--- config.mk ---
export PLATFORM = sky130hd
export DESIGN_NAME = half_duplex_uart_ring_buffers
export DESIGN_NICKNAME = d
export VERILOG_FILES = /design/src/design/hdurb_pkg.sv /design/src/design/hdurb_ram.sv /design/src/design/hdurb_ctrl.sv /design/src/design/hdurb_dp.sv /design/src/design/half_duplex_uart_ring_buffers.sv
export SDC_FILE = /design/constraint.sdc
export NUM_CORES = 1
export LEC_CHECK = 0
export ABC_AREA = 1
export BUFFER_PORTS_ARGS = -buffer_cell sky130_fd_sc_hd__buf_2
export CAP_MARGIN = 20
export CORE_UTILIZATION = 36
export CTS_CLUSTER_SIZE = 20
export DETAILED_ROUTE_END_ITERATION = 8
export PLACE_DENSITY_LB_ADDON = 0.15
export SETUP_SLACK_MARGIN = 0.15
export SLEW_MARGIN = 15
export SYNTH_ARGS = -nofsm -noshare
export SYNTH_HDL_FRONTEND = slang
export SYNTH_SLANG_ARGS = --single-unit
--- constraint.sdc ---
create_clock -name clk -period 5 [get_ports clk]
set_clock_uncertainty 0.2 [all_clocks]
set_input_delay 0.75 -clock clk [delete_from_list [all_inputs] [get_ports clk]]
set_output_delay 0.75 -clock clk [all_outputs]
set_load 0.01 [all_outputs]
--- src/design/hdurb_pkg.sv ---
package hdurb_pkg;

    localparam int DATA_W = 8;
    localparam int TICKS_W = 16;
    localparam int CMD_W = 3;
    localparam int S_TDATA_W = 8;
    localparam int S_TUSER_W = 8;
    localparam int M_TDATA_W = 32;

    localparam logic [TICKS_W-1:0] TURNAROUND_RESET = 16'd250;

    localparam logic [CMD_W-1:0] CMD_RX_BYTE    = 3'd0;
    localparam logic [CMD_W-1:0] CMD_HOST_WRITE = 3'd1;
    localparam logic [CMD_W-1:0] CMD_HOST_READ  = 3'd2;
    localparam logic [CMD_W-1:0] CMD_TX_READY   = 3'd3;
    localparam logic [CMD_W-1:0] CMD_TICK       = 3'd4;

    typedef struct packed {
        logic latch;
        logic exec;
    } hdurb_cmd_t;

    typedef struct packed {
        logic out_free;
    } hdurb_stat_t;

endpackage

--- src/design/hdurb_ram.sv ---
module hdurb_ram #(
    parameter int WIDTH = 8,
    parameter int DEPTH = 64
) (
    input  logic                     clk,
    input  logic                     we,
    input  logic [$clog2(DEPTH)-1:0] waddr,
    input  logic [WIDTH-1:0]         wdata,
    input  logic [$clog2(DEPTH)-1:0] raddr,
    output logic [WIDTH-1:0]         rdata
);

    logic [WIDTH-1:0] mem [DEPTH];

    always_ff @(posedge clk)
    begin
        if (we)
        begin
            mem[waddr] <= wdata;
        end
        rdata <= mem[raddr];
    end

endmodule

--- src/design/hdurb_ctrl.sv ---
module hdurb_ctrl (
    input  logic                   clk,
    input  logic                   rst_n,
    input  logic                   s_tvalid,
    output logic                   s_tready,
    input  hdurb_pkg::hdurb_stat_t stat,
    output hdurb_pkg::hdurb_cmd_t  cmd
);

    import hdurb_pkg::*;

    typedef enum logic {
        ST_IDLE,
        ST_EXEC
    } state_t;

    state_t state_reg;
    logic   in_ready_reg;

    // Accept in idle; execute once the result register can take the result.
    always_ff @(posedge clk or negedge rst_n)
    begin
        if (!rst_n)
        begin
            state_reg    <= ST_IDLE;
            in_ready_reg <= 1'b1;
        end
        else
        begin
            unique case (state_reg)
                ST_IDLE:
                begin
                    if (s_tvalid && in_ready_reg)
                    begin
                        state_reg    <= ST_EXEC;
                        in_ready_reg <= 1'b0;
                    end
                end
                ST_EXEC:
                begin
                    if (stat.out_free)
                    begin
                        state_reg    <= ST_IDLE;
                        in_ready_reg <= 1'b1;
                    end
                end
                default:
                begin
                    state_reg    <= ST_IDLE;
                    in_ready_reg <= 1'b1;
                end
            endcase
        end
    end

    assign s_tready  = in_ready_reg;
    assign cmd.latch = s_tvalid && in_ready_reg;
    assign cmd.exec  = (state_reg == ST_EXEC) && stat.out_free;

endmodule

--- src/design/hdurb_dp.sv ---
module hdurb_dp #(
    parameter int DEPTH = 64
) (
    input  logic                                 clk,
    input  logic                                 rst_n,
    input  hdurb_pkg::hdurb_cmd_t                cmd,
    output hdurb_pkg::hdurb_stat_t               stat,
    input  logic [hdurb_pkg::S_TDATA_W-1:0]      s_tdata,
    input  logic [hdurb_pkg::S_TUSER_W-1:0]      s_tuser,
    output logic                                 m_tvalid,
    input  logic                                 m_tready,
    output logic [hdurb_pkg::M_TDATA_W-1:0]      m_tdata,
    input  logic                                 cfg_valid,
    input  logic [hdurb_pkg::TICKS_W-1:0]        cfg_data
);

    import hdurb_pkg::*;

    localparam int PW = $clog2(DEPTH);
    localparam logic [PW-1:0] LAST_PTR = PW'(DEPTH - 1);
    localparam logic [PW:0] DEPTH_W = (PW + 1)'(DEPTH);

    logic [CMD_W-1:0]   cmd_reg;
    logic [DATA_W-1:0]  byte_reg;
    logic [TICKS_W-1:0] ticks_reg;

    logic [PW-1:0] rx_head_reg, rx_head_next, rx_tail_reg, rx_tail_next;
    logic [PW-1:0] tx_head_reg, tx_head_next, tx_tail_reg, tx_tail_next;
    logic          sending_reg, sending_next;
    logic          driver_reg, driver_next;
    logic [TICKS_W-1:0] turn_reg, turn_next;

    logic [DATA_W-1:0] rx_rdata, tx_rdata;
    logic              rx_we, tx_we;

    logic [PW-1:0] rx_head_inc, rx_tail_inc, tx_head_inc, tx_tail_inc;
    logic [DATA_W-1:0] rd_data, lb;
    logic              lb_valid, rx_ovf, tx_ovf;
    logic [PW:0]       rx_fill;

    logic                 out_valid_reg;
    logic [M_TDATA_W-1:0] out_data_reg;

    function automatic logic [PW-1:0] ring_inc(input logic [PW-1:0] p);
        ring_inc = (p == LAST_PTR) ? '0 : p + 1'b1;
    endfunction

    assign rx_head_inc = ring_inc(rx_head_reg);
    assign rx_tail_inc = ring_inc(rx_tail_reg);
    assign tx_head_inc = ring_inc(tx_head_reg);
    assign tx_tail_inc = ring_inc(tx_tail_reg);

    // Reads always address the tails; data is fresh by the execute cycle.
    hdurb_ram #(.WIDTH(DATA_W), .DEPTH(DEPTH)) u_rx_ram (
        .clk   (clk),
        .we    (rx_we),
        .waddr (rx_head_reg),
        .wdata (byte_reg),
        .raddr (rx_tail_reg),
        .rdata (rx_rdata)
    );

    hdurb_ram #(.WIDTH(DATA_W), .DEPTH(DEPTH)) u_tx_ram (
        .clk   (clk),
        .we    (tx_we),
        .waddr (tx_head_reg),
        .wdata (byte_reg),
        .raddr (tx_tail_reg),
        .rdata (tx_rdata)
    );

    always_comb
    begin
        rx_head_next = rx_head_reg;
        rx_tail_next = rx_tail_reg;
        tx_head_next = tx_head_reg;
        tx_tail_next = tx_tail_reg;
        sending_next = sending_reg;
        driver_next  = driver_reg;
        turn_next    = turn_reg;
        rx_we        = 1'b0;
        tx_we        = 1'b0;
        rd_data      = '0;
        lb           = '0;
        lb_valid     = 1'b0;
        rx_ovf       = 1'b0;
        tx_ovf       = 1'b0;
        case (cmd_reg)
            CMD_RX_BYTE:
            begin
                if (rx_head_inc != rx_tail_reg)
                begin
                    rx_we        = cmd.exec;
                    rx_head_next = rx_head_inc;
                end
                else
                begin
                    rx_ovf = 1'b1;
                end
            end
            CMD_HOST_WRITE:
            begin
                if (tx_head_inc != tx_tail_reg)
                begin
                    tx_we        = cmd.exec;
                    tx_head_next = tx_head_inc;
                    driver_next  = 1'b1;
                    sending_next = 1'b1;
                    turn_next    = '0;
                end
                else
                begin
                    tx_ovf = 1'b1;
                end
            end
            CMD_HOST_READ:
            begin
                if (rx_tail_reg != rx_head_reg)
                begin
                    rd_data      = rx_rdata;
                    rx_tail_next = rx_tail_inc;
                end
            end
            CMD_TX_READY:
            begin
                if (sending_reg)
                begin
                    if (tx_tail_reg != tx_head_reg)
                    begin
                        lb           = tx_rdata;
                        lb_valid     = 1'b1;
                        tx_tail_next = tx_tail_inc;
                    end
                    else
                    begin
                        sending_next = 1'b0;
                        if (ticks_reg == '0)
                        begin
                            driver_next = 1'b0;
                        end
                        else
                        begin
                            turn_next = ticks_reg;
                        end
                    end
                end
            end
            CMD_TICK:
            begin
                if (turn_reg != '0)
                begin
                    turn_next = turn_reg - 1'b1;
                    if (turn_reg == TICKS_W'(1))
                    begin
                        driver_next = 1'b0;
                    end
                end
            end
            default:
            begin
            end
        endcase
    end

    always_comb
    begin
        rx_fill = {1'b0, rx_head_next} - {1'b0, rx_tail_next};
        if (rx_head_next < rx_tail_next)
        begin
            rx_fill = rx_fill + DEPTH_W;
        end
    end

    always_ff @(posedge clk or negedge rst_n)
    begin
        if (!rst_n)
        begin
            rx_head_reg   <= '0;
            rx_tail_reg   <= '0;
            tx_head_reg   <= '0;
            tx_tail_reg   <= '0;
            sending_reg   <= 1'b0;
            driver_reg    <= 1'b0;
            turn_reg      <= '0;
            ticks_reg     <= TURNAROUND_RESET;
            out_valid_reg <= 1'b0;
        end
        else
        begin
            if (cfg_valid)
            begin
                ticks_reg <= cfg_data;
            end
            if (cmd.exec)
            begin
                rx_head_reg   <= rx_head_next;
                rx_tail_reg   <= rx_tail_next;
                tx_head_reg   <= tx_head_next;
                tx_tail_reg   <= tx_tail_next;
                sending_reg   <= sending_next;
                driver_reg    <= driver_next;
                turn_reg      <= turn_next;
                out_valid_reg <= 1'b1;
            end
            else if (m_tready)
            begin
                out_valid_reg <= 1'b0;
            end
        end
    end

    always_ff @(posedge clk)
    begin
        if (cmd.latch)
        begin
            cmd_reg  <= s_tuser[CMD_W-1:0];
            byte_reg <= s_tdata[DATA_W-1:0];
        end
        if (cmd.exec)
        begin
            out_data_reg <= {3'b000, tx_ovf, rx_ovf, sending_next, driver_next, lb_valid,
                             lb, DATA_W'(rx_fill), rd_data};
        end
    end

    assign stat.out_free = !out_valid_reg || m_tready;
    assign m_tvalid      = out_valid_reg;
    assign m_tdata       = out_data_reg;

endmodule

--- src/design/half_duplex_uart_ring_buffers.sv ---
// Channel  Handshake             Payload
// -------  --------------------  ------------------------------------------------
// s_*      s_tvalid / s_tready   tdata: data_byte; tuser: command
// m_*      m_tvalid / m_tready   tdata: read_data, rx_fill, line_byte, flags
// cfg_*    cfg_valid / cfg_ready cfg_data: turnaround_ticks
//
// Each item is accepted, then executed, a split that is set by the registered
// read of the ring memories (the tail entry is read during the accept cycle).
// The result lands in an output register; the next item is accepted while it
// waits, and execution stalls only when that register is still occupied.
// Reset clears pointers, flags and countdown; ring contents need no clearing.
// cfg_ready is always high; turnaround_ticks resets to 250.
module half_duplex_uart_ring_buffers #(
    parameter int DEPTH = 64
) (
    input  logic        clk,
    input  logic        rst_n,
    input  logic        s_tvalid,
    output logic        s_tready,
    input  logic [7:0]  s_tdata,   // [7:0] data_byte
    input  logic [7:0]  s_tuser,   // [2:0] command, [7:3] zero
    output logic        m_tvalid,
    input  logic        m_tready,
    // [7:0] read_data, [15:8] rx_fill, [23:16] line_byte, [24] line_byte_valid,
    // [25] driver_enable, [26] tx_armed, [27] rx_overflow, [28] tx_overflow
    output logic [31:0] m_tdata,
    input  logic        cfg_valid,
    output logic        cfg_ready,
    input  logic [15:0] cfg_data   // [15:0] turnaround_ticks
);

    import hdurb_pkg::*;

    hdurb_cmd_t  cmd;
    hdurb_stat_t stat;

    // Sequencer: accept, then execute when the result register is free.
    hdurb_ctrl u_ctrl (
        .clk      (clk),
        .rst_n    (rst_n),
        .s_tvalid (s_tvalid),
        .s_tready (s_tready),
        .stat     (stat),
        .cmd      (cmd)
    );

    // Rings, pointers, driver and turnaround countdown, result register.
    hdurb_dp #(.DEPTH(DEPTH)) u_dp (
        .clk       (clk),
        .rst_n     (rst_n),
        .cmd       (cmd),
        .stat      (stat),
        .s_tdata   (s_tdata),
        .s_tuser   (s_tuser),
        .m_tvalid  (m_tvalid),
        .m_tready  (m_tready),
        .m_tdata   (m_tdata),
        .cfg_valid (cfg_valid),
        .cfg_data  (cfg_data)
    );

    // Configuration is always taken.
    assign cfg_ready = 1'b1;

    // An executed item always shows up at the output next cycle.
    a_exec_out: assert property (@(posedge clk) disable iff (!rst_n)
        cmd.exec |=> m_tvalid)
        else $error("executed item did not reach the output register");

    // No item is accepted while one is executing.
    a_one_item: assert property (@(posedge clk) disable iff (!rst_n)
        (s_tvalid && s_tready) |=> !s_tready)
        else $error("accepted item while another was in flight");

    // Armed transmission implies the driver is on.
    a_armed_driver: assert property (@(posedge clk) disable iff (!rst_n)
        (m_tvalid && m_tdata[26]) |-> m_tdata[25])
        else $error("transmission armed with driver released");

    // A dropped received byte means the receive ring is full.
    a_rx_full: assert property (@(posedge clk) disable iff (!rst_n)
        (m_tvalid && m_tdata[27]) |-> (m_tdata[15:8] == 8'(DEPTH - 1)))
        else $error("receive overflow with ring not full");

endmodule

==> results.md, run 1 <==
- Distinct cell type count after synthesis: 44
- WS Path Type: register to register
- Mean post-synth cell area: 12.86 um2
- Post-synth design cell area: 0.04593 mm2
- CP peak stage delay: 0.99 ns
- CP Data Required Time: 5.13 ns
- Total GRT Usage: 0.1898
- Nets: 3645
- Status: finished, final reports clean
- Flops & latches, synth: 1140
- Worst hold path type: primary input to register
- Worst slew pin tran: 1.277 ns
- Delay-heaviest family, CP: simple AND/OR/NAND/NOR gates
- Inst Count DP: 5108
- Synth area leader: edfxtp_1
- Critical path arrival: 4.51 ns
- Root Buffer: clkbuf_16
- Max-cap viol count: 0
- CP max FO: 8
- Site row count: 130
- Commonest non-fill, non-tap cell in the layout: edfxtp_1
- Unrepaired setup endpoints after global routing: false
- PwrDens: 544.5 mW/mm2
- Pre-antenna DRT Iters: 5
- CTS tree: done
- Final routed DRC violation total: 0
- Hold buffer count at CTS: 12
- Max Fclk: 0.2285 GHz
- Latest clock arrival within the worst-skew pair: 0.72 ns
- Final Hold Viols: 0
- Clk pin slew, worst setup/hold paths: 0.06 ns
- CTS sink cnt: 1140
- Normalized max-slew margin: 0.1484
- Die W: 359.2 um
- H-tree depth: 3
- WL final: 124100 um
- Hold Slack: 0.04887 ns
- Die Y: 359.2 um
- Fin crit period: 4.377 ns
- Slew Limit Fails: 0
- Yosys top cell area share: 0.6949
- Global route overflow: 0
- Ant. Diodes: 0
- Crit path max-delay cell type: nor2_1
- Largest cells by area after synthesis: edfxtp_1 (69%), o21ai_0 (5.6%), nor2_1 (5.2%)
- Core area: 0.1261 mm2
- Starting Density: 0.3644
- Dpl hpwl: 68870 um
- Buf+Inv Stages, Crit Path: 2
- YS warnings: 0
- Most frequent cells in the layout: edfxtp_1 (1063), nor2_1 (639), o21ai_0 (510)
- CP cell instances: inv_1 > nor2_1 > nand2_1 > o21ai_0 > o21ai_0 > nand2_1 > xor2_1 > inv_1 > nand2_1 > nand3_1 > nor2_1 > nand3_1 > nor2_1
- Post-DRT Antenna Nets: 0
- Highest ir drop seen on vdd: 0.4181 mV
- Setup crit end kind: register
- Fin cells: 5347
- DR WL/cell: 23.20 um
- Via density: 5.312
- Clock Tree Buf Depth: 3
- Largest net degree at the start of global routing: 195
- Synth Instances: 3572
- Register area share after synthesis: 0.7353
- Leak pwr: 16.90 nW
- 1st-iter DRT viols: 2569
- Number of global-route vias before repair: 27410
- CP startpoint kind: register
- Endpoints failing setup: 0
- Post-cts sizing count: 0
- Setup TNS: 0 ns
- GPL Wtd Cong: 0.8256
- Post-CTS Setup Bufs: 0
- Final Core Density: 0.4124
- Tcrit/Tclk final: 0.8754
- Initial antenna violation count: 2
- Share of layout cells above drive strength 1: 0.08764
- Synth-to-Final Area Change: 13.18%
- # IOs: 72
- DIE AREA: 0.1290 mm2
- First-pass GRT wire length: 184500 um
- CTS buffer count: 120
- Vias: 28400
- Port bufs: 61
==> metal layers <==
| metal | GRT usage | part of all wire | vias up |
|---|---|---|---|
| met3 | 0.02585 | 0.044 | 179 |
| met4 | 0.05133 | 0.025 | 0 |
| li1 | - | - | 13350 |
| met5 | 0 | 0 | - |
| met1 | 0.2653 | 0.45 | 14180 |
| met2 | 0.3098 | 0.48 | 698 |
==> layout make-up <==
class	count	area (um2)
multi-input combinational	2085	10820
clock buffer	161	3228
inverter	112	431.7
fill	11770	74070
timing repair buffer	136	1036
tap	1650	2064
sequential	1140	33790
clock inverter	63	609.3
==> stage by stage <==
| stage | power, mW | worst slack, ns | cell area (um2) |
|---|---|---|---|
| final | 28.30 | 0.6232 | 51990 |
| after global routing | 29.72 | 0.2658 | 51990 |
| after CTS | 28.59 | 0.5697 | 51950 |
| after detailed placement | 19.86 | 0.6030 | 47990 |
| after global placement | 19.85 | 0.6479 | 47990 |
| after floorplan | 16.78 | 1.613 | 45950 |
==> where the power goes <==
part	internal [mW]	switching, mW
combinational	2.24	5.86
sequential	11.1	0.386
clock	4.95	3.75
==> synth_stat cells (all sizes together) <==
library cell / n
a221oi: 1
or2: 2
ha: 12
xor2: 24
conb: 2
nand3b: 2
inv: 103
o32ai: 1
nand3: 146
fa: 1
nand4: 31
a21oi: 40
edfxtp: 1063
dfrtp: 54
o211ai: 81
a32oi: 2
dfstp: 7
dfxtp: 16
nor3: 10
nand2: 227
o311ai: 1
clkinv: 9
nor3b: 1
buf: 26
a31oi: 3
xnor2: 1
a31o: 2
o221ai: 112
o21ai: 510
clkbuf: 212
o211a: 1
o22ai: 148
mux2i: 64
o21a: 1
nor4: 8
mux2: 4
a41oi: 1
a22oi: 3
nor2: 640
==> logic make-up (layout without fill, tap and decap cells) <==
group	after synthesis	after routing	synth area share
compound gates	907	907	0.1175
xor+xnor	25	25	0.004767
fa+ha+maj	13	13	0.003704
buf+inv	350	472	0.02950
flops	1140	1140	0.7353
mux	68	68	0.01493
other cells	2	5	0.0001635
simple gates	1067	1067	0.09414
==> final timing paths <==
| check | cells past startpoint | from | slack, ns | end |
|---|---|---|---|---|
| min in group asynchronous | 2 | rst_n | 0.39 | u_dp.ticks_reg[13]$_DFFE_PN0P_ |
| hold / removal | 3 | cfg_data[12] | 0.05 | u_dp.ticks_reg[12]$_DFFE_PN0P_ |
| setup / recovery | 13 | u_dp.tx_head_reg[0]$_DFFE_PN0P_ | 0.62 | u_dp.u_tx_ram.mem[20][2]$_DFFE_PP_ |
| setup reg to reg | 13 | u_dp.tx_head_reg[0]$_DFFE_PN0P_ | 0.62 | u_dp.u_tx_ram.mem[20][2]$_DFFE_PP_ |
| hold reg to reg | 1 | u_dp.tx_tail_reg[2]$_DFFE_PN0P_ | 0.29 | u_dp.tx_tail_reg[2]$_DFFE_PN0P_ |
| max in group asynchronous | 3 | rst_n | 3.16 | u_dp.rx_tail_reg[1]$_DFFE_PN0P_ |
==> worst min-delay path, cell delays in order <==
cell     delay [ns]
buf_2          0.08
nand2_1        0.04
o21ai_0        0.06
Power figures use the tool's default switching activity.
==> run 2, diff against run 1 <==
--- a/config.mk
+++ b/config.mk
@@ -11,6 +11,7 @@
 export CORE_UTILIZATION = 36
 export CTS_CLUSTER_SIZE = 20
 export DETAILED_ROUTE_END_ITERATION = 8
+export HOLD_SLACK_MARGIN = 0.12
 export PLACE_DENSITY_LB_ADDON = 0.15
 export SETUP_SLACK_MARGIN = 0.15
 export SLEW_MARGIN = 15
==> run 2 against run 1 <==
  * Utilization rose by 0.13 points
  * Via count rose by 0.26%
  * Sequential share of layout area fell by 0.20 points
  * Sequential cell count did not move
  * Routed wire length rose by 0.33%
  * First-iteration DRC count rose by 2.0%
  * Final cell count rose by 0.30%
  * Die area did not move
  * Fmax fell by 1.5%
==> results.md, run 2 (synthesis results as in run 1) <==
- Status: finished, final reports clean
- WS Path Type: register to register
- Nets: 3661 (+0.44%)
- Endpoints failing setup: 0 (unchanged)
- Via density: 5.310 (about the same)
- Starting Density: 0.3644 (unchanged)
- Post-DRT Antenna Nets: 0 (unchanged)
- Port bufs: 61 (unchanged)
- DP Worst Slack: 0.6030 ns (unchanged)
- 1st-iter DRT viols: 2621 (+2.0%)
- CTS tree: done
- Vias: 28480 (+0.26%)
- Register area: 0.03379 mm2 (unchanged)
- PwrDens: 542.9 mW/mm2 (-0.28%)
- Site row count: 130 (unchanged)
- Share of layout cells above drive strength 1: 0.08726 (-0.0003777)
- Highest ir drop seen on vdd: 0.4199 mV (+0.43%)
- CP Data Required Time: 5.13 ns (about the same)
- Latest clock arrival within the worst-skew pair: 0.72 ns (about the same)
- # IOs: 72 (unchanged)
- Worst slew pin tran: 1.241 ns (-0.03610 ns)
- WL final: 124500 um (+0.33%)
- DR WL/cell: 23.21 um (about the same)
- PnR Total Power: 28.31 mW (about the same)
- Pre-antenna DRT Iters: 6 (+1)
- DP Area: 0.04799 mm2 (unchanged)
- Dpl hpwl: 68870 um (unchanged)
- Setup WS post-layout: 0.5565 ns (-0.06671 ns)
- FILL cells: 11750 (-0.14%)
- Number of global-route vias before repair: 27530 (+0.41%)
- CP startpoint kind: register
- Setup crit end kind: register
- Final Cell Area: 0.05215 mm2 (+0.31%)
- Flop-to-flop setup slack: 0.56 ns (-0.07 ns)
- CP max FO: 8 (unchanged)
- Total GRT Usage: 0.1903 (+0.0004920)
- Fin crit period: 4.443 ns (+0.06671 ns)
- Top Metal Used: met4
- Tcrit/Tclk final: 0.8887 (+0.01334)
- Initial antenna violation count: 2 (unchanged)
- Area of the multi-input gates: 0.01082 mm2 (unchanged)
- Worst hold path depth: 3 (unchanged)
- Synth-to-Final Area Change: 13.52%
- Slew Limit Fails: 0 (unchanged)
- Met3 Wirelength: 5462 um (-0.29%)
- Max Fclk: 0.2250 GHz (-1.5%)
- Sw Ratio: 0.3529 (about the same)
- Ant. Diodes: 0 (unchanged)
- Final routed DRC violation total: 0 (unchanged)
- Worst hold path type: primary input to register
- Die Y: 359.2 um (unchanged)
- Met2 WL: 59570 um (+0.37%)
- Worst Reg2Reg Path Length in Cells: 13 (unchanged)
- Logic pwr share: 0.286 (about the same)
- Global route overflow: 0 (unchanged)
- Clk pin slew, worst setup/hold paths: 0.06 ns (about the same)
- Die W: 359.2 um (unchanged)
- Sequential fraction of design power: 0.406 (about the same)
- H-tree depth: 3 (unchanged)
- Max-cap viol count: 0 (unchanged)
- Normalized max-slew margin: 0.1725 (+0.02407)
- Psw: 9.993 mW (about the same)
- GPL Wtd Cong: 0.8256 (unchanged)
- CTS buffer count: 120 (unchanged)
- CTS sink cnt: 1140 (unchanged)
- Wire length on met1: 56300 um (+0.22%)
- DIE AREA: 0.1290 mm2 (unchanged)
- Clk pwr share: 0.308 (about the same)
- Most frequent cells in the layout: edfxtp_1 (1063), nor2_1 (639), o21ai_0 (510)
- Root Buffer: clkbuf_16
- Commonest non-fill, non-tap cell in the layout: edfxtp_1
- Critical path arrival: 4.58 ns (+0.07 ns)
- Pint: 18.32 mW (about the same)
- Clock Tree Buf Depth: 3 (unchanged)
- First-pass GRT wire length: 185000 um (+0.27%)
- Setup TNS: 0 ns (unchanged)
- Unrepaired setup endpoints after global routing: false
- Largest net degree at the start of global routing: 195 (unchanged)
- Final Hold Viols: 0 (unchanged)
- Core area: 0.1261 mm2 (unchanged)
- Leak pwr: 16.97 nW (+0.40%)
## run 2: cell count changes in the layout (fill, tap and decap cells not counted)
cell | previous run | this run
dlygate4sd3_1 | 14 | 30
## run 2: worst paths after layout
path | from | endpoint
max reg2reg | u_dp.tx_head_reg[0]$_DFFE_PN0P_ | u_dp.u_tx_ram.mem[20][2]$_DFFE_PP_
min in group asynchronous | rst_n | u_dp.ticks_reg[13]$_DFFE_PN0P_
max | u_dp.tx_head_reg[0]$_DFFE_PN0P_ | u_dp.u_tx_ram.mem[20][2]$_DFFE_PP_
min reg2reg | u_dp.tx_tail_reg[2]$_DFFE_PN0P_ | u_dp.tx_tail_reg[2]$_DFFE_PN0P_
min | cfg_valid | u_dp.ticks_reg[7]$_DFFE_PN1P_
max in group asynchronous | rst_n | u_dp.rx_tail_reg[1]$_DFFE_PN0P_
## run 2: critical path: stages, from the launching register on
cell	delay, ns
dfrtp_1	0.47
inv_1	0.15
nor2_1	0.20
nand2_1	0.09
o21ai_0	0.14
o21ai_0	0.10
nand2_1	0.11
xor2_1	0.20
inv_1	0.08
nand2_1	0.16
nand3_1	0.20
nor2_1	0.22
nand3_1	0.70
nor2_1	1.03
## run 2: repair_timing
| item | CTS | global route |
|---|---|---|
| gates resized for setup | 0 | 0 |
| endpoints found under the setup margin | 0 | 0 |
| hold buffers | 30 | 0 |
| setup buffers | 0 | 0 |
| endpoints found under the hold margin | 50 | 0 |
## run 2: per-stage QoR
| step | cells | hold WS [ns] | utilization |
|---|---|---|---|
| finish | 5363 | 0.2795 | 0.4137 |
| global route | 5363 | 0.2787 | 0.4137 |
| CTS | 5362 | 0.2237 | 0.4135 |
| detailed placement | 5108 | 0.2852 | 0.3807 |
| global placement | 5108 | 0.2781 | 0.3807 |
| floorplan | 3575 | 0.2544 | - |
## run 2: layer usage
metal / vias to the layer above / GRT usage
li1: 13380 / -
met1: 14230 / 0.2654
met2: 686 / 0.3110
met3: 183 / 0.02585
met4: 0 / 0.05218
met5: - / 0
## run 2: final cells by class
cell class	count	share of cell area
Sequential cell	1140	0.6481
Multi-Input combinational cell	2085	0.2075
Clock buffer	161	0.06190
Tap cell	1650	0.03959
Timing Repair Buffer	152	0.02294
Clock inverter	63	0.01169
Inverter	112	0.008278
## run 2: power groups by stage
stage	registers (mW)	clock network, mW	logic, mW
after global routing	11.5	9.26	8.93
after global placement	11.7	0	8.15
after detailed placement	11.7	0	8.15
after floorplan	11.7	0	5.09
after CTS	11.5	8.90	8.19
final	11.5	8.71	8.10
